File: config.mk
export PLATFORM = sky130hd
export DESIGN_NAME = priority_interrupt_controller
export DESIGN_NICKNAME = d
export VERILOG_FILES = /design/src/sv/pic_pkg.sv /design/src/sv/pic_prio_enc.sv /design/src/sv/pic_core.sv /design/src/sv/priority_interrupt_controller.sv
export VERILOG_INCLUDE_DIRS = /design/src /design/src/sv
export SDC_FILE = /design/constraint.sdc
export NUM_CORES = 1
export LEC_CHECK = 0
export ABC_AREA = 1
export BUFFER_PORTS_ARGS = -buffer_cell sky130_fd_sc_hd__buf_2
export CAP_MARGIN = 30
export CORE_MARGIN = 8
export CORE_UTILIZATION = 60
export DETAILED_ROUTE_END_ITERATION = 6
export PLACE_DENSITY = 0.82
export SLEW_MARGIN = 30
export SYNTH_ARGS = -nofsm -noshare
export SYNTH_HDL_FRONTEND = slang
export SYNTH_HIERARCHICAL = 1
export SYNTH_SLANG_ARGS = --single-unit
export TNS_END_PERCENT = 5
File: constraint.sdc
create_clock -name clk -period 10 [get_ports clk]
set_input_delay 1 -clock clk [delete_from_list [all_inputs] [get_ports clk]]
set_output_delay 1 -clock clk [all_outputs]
set_load 0.005 [all_outputs]
File: src/sv/priority_interrupt_controller_assert.svh
// ---------------------------------------------------------------------------
// Assertion macros for the priority interrupt controller
// Short forms for clocked properties with a synchronous reset.
// ---------------------------------------------------------------------------
`ifndef PRIORITY_INTERRUPT_CONTROLLER_ASSERT_SVH
`define PRIORITY_INTERRUPT_CONTROLLER_ASSERT_SVH

// Consequent must hold in the same cycle as the antecedent.
`define PIC_ASSERT_SAME(label, ante, cons, msg) \
  label: assert property (@(posedge clk) disable iff (rst) (ante) |-> (cons)) \
    else $error(msg);

// Consequent must hold in the cycle after the antecedent.
`define PIC_ASSERT_NEXT(label, ante, cons, msg) \
  label: assert property (@(posedge clk) disable iff (rst) (ante) |=> (cons)) \
    else $error(msg);

`endif

File: src/sv/pic_pkg.sv
// ---------------------------------------------------------------------------
// pic_pkg
// Types, widths and event codes shared by the priority interrupt controller.
// ---------------------------------------------------------------------------
package pic_pkg;

  localparam int CHANNELS = 7;
  localparam int CHAN_W   = $clog2(CHANNELS + 1);
  localparam int VEC_BASE = 32;
  localparam int VEC_W    = $clog2(VEC_BASE + 2 * CHANNELS + 2);
  localparam int TYPE_W   = 3;

  localparam logic [TYPE_W-1:0] REQ_STROBE  = TYPE_W'(0);
  localparam logic [TYPE_W-1:0] REQ_HOLD    = TYPE_W'(1);
  localparam logic [TYPE_W-1:0] REQ_DISMISS = TYPE_W'(2);
  localparam logic [TYPE_W-1:0] REQ_RESET   = TYPE_W'(3);
  localparam logic [TYPE_W-1:0] REQ_SET_EN  = TYPE_W'(4);

  typedef logic [CHANNELS-1:0] mask_t;

  typedef struct packed {
    logic [TYPE_W-1:0] req_type;
    mask_t             request_lines;
    mask_t             enable_bits;
    logic              system_on;
    logic              overflow_slot;
  } item_t;

  typedef struct packed {
    mask_t             pending_bits;
    mask_t             held_bits;
    logic [CHAN_W-1:0] request_channel;
    logic [VEC_W-1:0]  vector_address;
  } result_t;

endpackage

File: src/sv/pic_prio_enc.sv
// ---------------------------------------------------------------------------
// pic_prio_enc
// Priority encoder: the top bit of the mask is channel 1, the highest.
// ---------------------------------------------------------------------------
module pic_prio_enc (
  input  pic_pkg::mask_t                  cand,
  output pic_pkg::mask_t                  onehot,
  output logic [pic_pkg::CHAN_W-1:0]      chan
);

  // Scanning upwards lets the highest set bit overwrite any lower one.
  always_comb begin
    onehot = '0;
    chan   = '0;
    for (int i = 0; i < pic_pkg::CHANNELS; i++) begin
      if (cand[i]) begin
        onehot    = '0;
        onehot[i] = 1'b1;
        chan      = pic_pkg::CHAN_W'(pic_pkg::CHANNELS - i);
      end
    end
  end

endmodule

File: src/sv/pic_core.sv
// ---------------------------------------------------------------------------
// pic_core
// Channel mask state, event update and the result of each beat.
// ---------------------------------------------------------------------------
module pic_core (
  input  logic             clk,
  input  logic             rst,
  input  logic             advance,
  input  pic_pkg::item_t   item_q,
  output pic_pkg::result_t result_next
);

  pic_pkg::mask_t pending_mask, pending_mask_next;
  pic_pkg::mask_t held_mask, held_mask_next;
  pic_pkg::mask_t enabled_mask, enabled_mask_next;
  logic           active_flag, active_flag_next;

  pic_pkg::mask_t              cand_now, cur_bit;
  pic_pkg::mask_t              cand_after, new_bit;
  logic [pic_pkg::CHAN_W-1:0]  cur_chan, new_chan;

  assign cand_now = active_flag ? (pending_mask & ~held_mask) : '0;

  pic_prio_enc u_enc_now (
    .cand   (cand_now),
    .onehot (cur_bit),
    .chan   (cur_chan)
  );

  always_comb begin
    pending_mask_next = pending_mask;
    held_mask_next    = held_mask;
    enabled_mask_next = enabled_mask;
    active_flag_next  = active_flag;
    case (item_q.req_type)
      pic_pkg::REQ_STROBE: begin
        pending_mask_next = pending_mask | (enabled_mask & item_q.request_lines);
      end
      pic_pkg::REQ_HOLD: begin
        held_mask_next = held_mask | cur_bit;
      end
      pic_pkg::REQ_DISMISS: begin
        // Only channels of lower priority than the current request stay held.
        if (cur_chan != '0) begin
          held_mask_next = held_mask & (cur_bit - pic_pkg::CHANNELS'(1));
        end
      end
      pic_pkg::REQ_RESET: begin
        pending_mask_next = '0;
        held_mask_next    = '0;
        enabled_mask_next = '0;
        active_flag_next  = 1'b0;
      end
      pic_pkg::REQ_SET_EN: begin
        enabled_mask_next = item_q.enable_bits;
        active_flag_next  = item_q.system_on;
      end
      default: begin
      end
    endcase
  end

  assign cand_after = active_flag_next ? (pending_mask_next & ~held_mask_next) : '0;

  pic_prio_enc u_enc_after (
    .cand   (cand_after),
    .onehot (new_bit),
    .chan   (new_chan)
  );

  always_comb begin
    result_next.pending_bits    = pending_mask_next;
    result_next.held_bits       = held_mask_next;
    result_next.request_channel = new_chan;
    result_next.vector_address  = '0;
    if (new_bit != '0) begin
      result_next.vector_address = pic_pkg::VEC_W'(pic_pkg::VEC_BASE)
                                 + (pic_pkg::VEC_W'(new_chan) << 1)
                                 + pic_pkg::VEC_W'(item_q.overflow_slot);
    end
  end

  always_ff @(posedge clk) begin
    if (rst) begin
      pending_mask <= '0;
      held_mask    <= '0;
      enabled_mask <= '0;
      active_flag  <= 1'b0;
    end else if (advance) begin
      pending_mask <= pending_mask_next;
      held_mask    <= held_mask_next;
      enabled_mask <= enabled_mask_next;
      active_flag  <= active_flag_next;
    end
  end

endmodule

File: src/sv/priority_interrupt_controller.sv
// ---------------------------------------------------------------------------
// priority_interrupt_controller
// Seven-channel priority interrupt unit with an input register and a
// result register around a single pass of mask update and priority encode.
// ---------------------------------------------------------------------------
//   Channel   Direction  Payload    Handshake
//   item      in         item_t     item_valid / item_ready
//   result    out        result_t   result_valid / result_ready
//
// One beat per clock is sustained while result is not back-pressured; an item is
// taken into the input register, and the update then runs from there into the
// result register, where its result is valid.
// While a result waits to be taken, the input register holds at most one beat.
// Synchronous reset clears all masks, the on flag and both valid flags.
// Back-pressure on result stalls the update stage, then item_ready.
// ---------------------------------------------------------------------------
`include "priority_interrupt_controller_assert.svh"

module priority_interrupt_controller (
  input  logic             clk,
  input  logic             rst,
  input  logic             item_valid,
  output logic             item_ready,
  input  pic_pkg::item_t   item,
  output logic             result_valid,
  input  logic             result_ready,
  output pic_pkg::result_t result
);

  pic_pkg::item_t   item_q;
  logic             item_q_valid;
  logic             advance;
  pic_pkg::result_t result_next;

  assign advance    = item_q_valid && (!result_valid || result_ready);
  assign item_ready = !item_q_valid || advance;

  pic_core u_core (
    .clk         (clk),
    .rst         (rst),
    .advance     (advance),
    .item_q      (item_q),
    .result_next (result_next)
  );

  always_ff @(posedge clk) begin
    if (rst) begin
      item_q_valid <= 1'b0;
      result_valid <= 1'b0;
    end else begin
      if (item_ready) begin
        item_q_valid <= item_valid;
      end
      if (advance) begin
        result_valid <= 1'b1;
      end else if (result_ready) begin
        result_valid <= 1'b0;
      end
    end
  end

  always_ff @(posedge clk) begin
    if (item_valid && item_ready) begin
      item_q <= item;
    end
    if (advance) begin
      result <= result_next;
    end
  end

  `PIC_ASSERT_SAME(a_vec_matches_chan, result_valid,
    (result.request_channel == '0) == (result.vector_address == '0),
    "vector address and request channel disagree")

  `PIC_ASSERT_NEXT(a_advance_loads_result, advance, result_valid,
    "processed beat did not reach the result register")

  `PIC_ASSERT_NEXT(a_stalled_item_kept, item_q_valid && !advance, item_q_valid,
    "buffered beat lost while the result side stalled")

  `PIC_ASSERT_NEXT(a_reset_event_clears, advance && item_q.req_type == pic_pkg::REQ_RESET,
    result.pending_bits == '0 && result.held_bits == '0 && result.request_channel == '0,
    "reset event left masks or a request set")

endmodule
==> results.md <==
- # clock sinks: between 60 and 70
- Fraction of the yosys area taken by sequential cells: around 58%
- Worst-margin pin slew: approximately 720 ps
- Hold Vio Cnt, Final: 0
- Endpoint type of the worst setup path: flop
- Setup TNS: 0 ps
- Hold Buf Count CTS: 0
- Clock Latency Late Sink: around 330 ps
- Post-layout util: approximately 70%
- Final Skew: 8.91 ps
- Synth cell count leaders: nand2_1 (74), nor2_1 (54), inv_1 (49)
- WL/cell: between 10 and 15 um
- Min Tclk post-route: approximately 3800 ps
- Total of max-cap violations: 0
- Post-Synth XOR/XNOR Area: less than 1%
- Adder-cell share of the synthesized area: 0.414%
- P&R area growth vs syn: 18.3%
- Final wirelength: 6.19 mm
- Maximum VDD drop: 0.146 mV
- Post-DR vias/cell: around 5.1
- Worst endpoint required time: a little over 10,000 ps
- Row count: 26
- CTS tree: built
- Mux cell area share after synthesis: 0%
- Pwr/cell area: roughly 170 mW/mm^2
- Synthesized area per cell: around 8.6 sq um
- Seq cells post-synth: 66
- Pwr Total: ~0.60 mW
- Tightest Hold Check Type: flop to flop
- Post-CTS setup buffer count: 0
- H-tree level count: 3
- Crit path kind: flop to flop
- Synth area leader: edfxtp_1
- Final instance area: 0.00357 sq mm
- Clk slew on worst S/H paths: 70 ps
- F_max: 0.266 GHz
- Simple-gate share of the synthesized area: about a quarter
- Final period util: between 30% and 40%
- Lkg Pwr: 1.56 nW
- Initial Utilization: about 60%
- Vias in the first global route: roughly 2.4k
- First-pass GRT wire length: about 10 mm
- Unrepaired setup endpoints after global routing: no
- Synth Area in Compound Gates: about 8.5%
- Clk root buf: clkbuf_8
- Slew HR: 51.6%
- IO Port Bufs: 47
- Total GRT Usage: 17.2%
- Routability cong.: between 0.8 and 0.9
- Cell area after placement: about 0.0033 sq mm
- Syn. warnings: 6
- Synth async-reset ratio: 0%
- Worst-path cell chain: inv_1, nor3_1, inv_1, nand2_2, nor3_2, inv_1, ha_1, nand3_1, nand2_1, nand3_1, nand2_1, nand3_1, nor2_1, inv_1, nand2_2, nor2_1, nor2_1, nand2_1, nor4_1, nor2_1
- Max-slew violations: 0
- DR iter-0 viols: ~140
- Commonest register cell after synthesis: edfxtp_1
- Die height: 87.0 um
- HPWL after DPL: 4.60 mm
- Layout cells sized above 1: 22.1%
- Syn_nets: around 380
- Fin nets: between 400 and 500
- Antenna Nets Post-Route: 0
- Final setup viols: 0
- Die width: ~87 um
- Combinational family with the most area after synthesis: simple AND/OR/NAND/NOR gates
- Cell Area, Synth: 0.00302 sq mm
- Yosys cell types: 27
- Top cell type's share of synthesized area: 41.7%
- Clk buf depth: 2
- Inserted Diodes: 0
- Outcome: finished, final reports clean
- DRC: 0
- # IOs: 48
- Top Family by Delay on Critical Path: simple AND/OR/NAND/NOR gates
- Die area: roughly 0.0076 sq mm
- Post-Syn Instances: 351
- CTS resizes: 0
- CTS Buf Count: 9
- Top post-synthesis cells by area: edfxtp_1 (42%), dfxtp_1 (16%), nand2_1 (9.2%)
- Crit path launch type: flop
- Total number of vias: 2,439
- Antenna violations before repair: 0
- Max incr delay on CP: about 620 ps
- Area of the core: about 0.0050 sq mm
- CP arrival: roughly 3800 ps
- Max stage delay cell, worst path: nor3_1
- CP bufs+invs: 4
- Highest fanout seen on the critical path: 8
- Total grt overflow: 0
- EDFF count, synth: 42
- Largest net degree at the start of global routing: 25
- Most frequent cell after synthesis: nand2_1
- DRT Pass-1 Iters: 4
[registers in the layout, summed over array words and instances, names as in the netlist]
signal               flops
u_core/active_flag       1
item_q_valid             1
u_core/held_mask         7
u_core/enabled_mask      7
u_core/pending_mask      7
item_q                  19
result_valid             1
result                  23
[per-stage QoR]
| step | hold WS [ps] | setup WS, ps | instances |
|---|---|---|---|
| 2_1_floorplan | 441 | 6800 | 351 |
| 3_3_place_gp | 448 | 6350 | 461 |
| 3_5_place_dp | 456 | 6260 | 462 |
| 4_1_cts | 468 | 6240 | 478 |
| 5_1_grt | 479 | 5700 | 478 |
| 6_report | 466 | 6240 | 478 |
[per-layer routing]
metal	routed length, um	up-vias	track usage [%]	part of all wire (%)
li1	-	1242	-	-
met1	2580	1104	19.7	42
met2	3020	81	29.2	49
met3	464	12	4.34	7.5
met4	123	0	8.61	2.0
met5	0	-	0	0
[final timing paths]
path | start | endpoint | slack (ps) | depth (start not counted)
setup / recovery | u_core/active_flag | result[0] | 6240 | 20
hold / removal | u_core/enabled_mask[2] | u_core/enabled_mask[2] | 470 | 2
setup reg to reg | u_core/active_flag | result[0] | 6240 | 20
hold reg to reg | u_core/enabled_mask[2] | u_core/enabled_mask[2] | 470 | 2
[power by group]
part	total, mW	leakage, nW	internal, mW	switching, mW
Sequential	0.311	0.609	0.305	0.00614
Clock	0.248	0.112	0.147	0.100
Combinational	0.0440	0.840	0.0157	0.0283
Total	0.602	1.56	0.468	0.134
[cell families after synthesis]
kind of cell             after synthesis
XOR/XNOR                               1
other                                  1
flip-flops                            66
AND/OR/NAND/NOR                      173
adder cells (fa/ha/maj)                1
buffers and inverters                 62
AO/OA/AOI/OAI                         47
[placed cells by master, fill, tap and decap left out, types with 4 or more instances in the layout]
| master | instances |
|---|---|
| clkbuf_8 | 10 |
| nand4_1 | 4 |
| nand2_1 | 74 |
| dfxtp_1 | 24 |
| nor3_1 | 7 |
| o22ai_1 | 7 |
| inv_2 | 6 |
| inv_1 | 49 |
| a21oi_1 | 20 |
| nor2_2 | 8 |
| edfxtp_1 | 42 |
| o21ai_0 | 13 |
| nand2_2 | 4 |
| nor2_1 | 54 |
| buf_2 | 47 |
| nor3_2 | 4 |
| nand3_1 | 15 |
[worst register-to-register path, cell delays in order (launching register included)]
cell and delay, ps:
dfxtp_1 330, inv_1 120, nor3_1 620, inv_1 120, nand2_2 150, nor3_2 60
inv_1 120, ha_1 240, nand3_1 90, nand2_1 60, nand3_1 60, nand2_1 70
nand3_1 90, nor2_1 300, inv_1 100, nand2_2 140, nor2_1 60, nor2_1 100
nand2_1 60, nor4_1 530, nor2_1 90
[cell type report]
class,instances,area [sq um]
Timing Repair Buffer,48,263
Fill cell,372,1400
Clock inverter,6,90.1
Tap cell,70,87.6
Inverter,55,206
Clock buffer,10,138
Sequential cell,66,1740
Multi-Input combinational cell,223,1050
(Power assumes the default switching activity.)
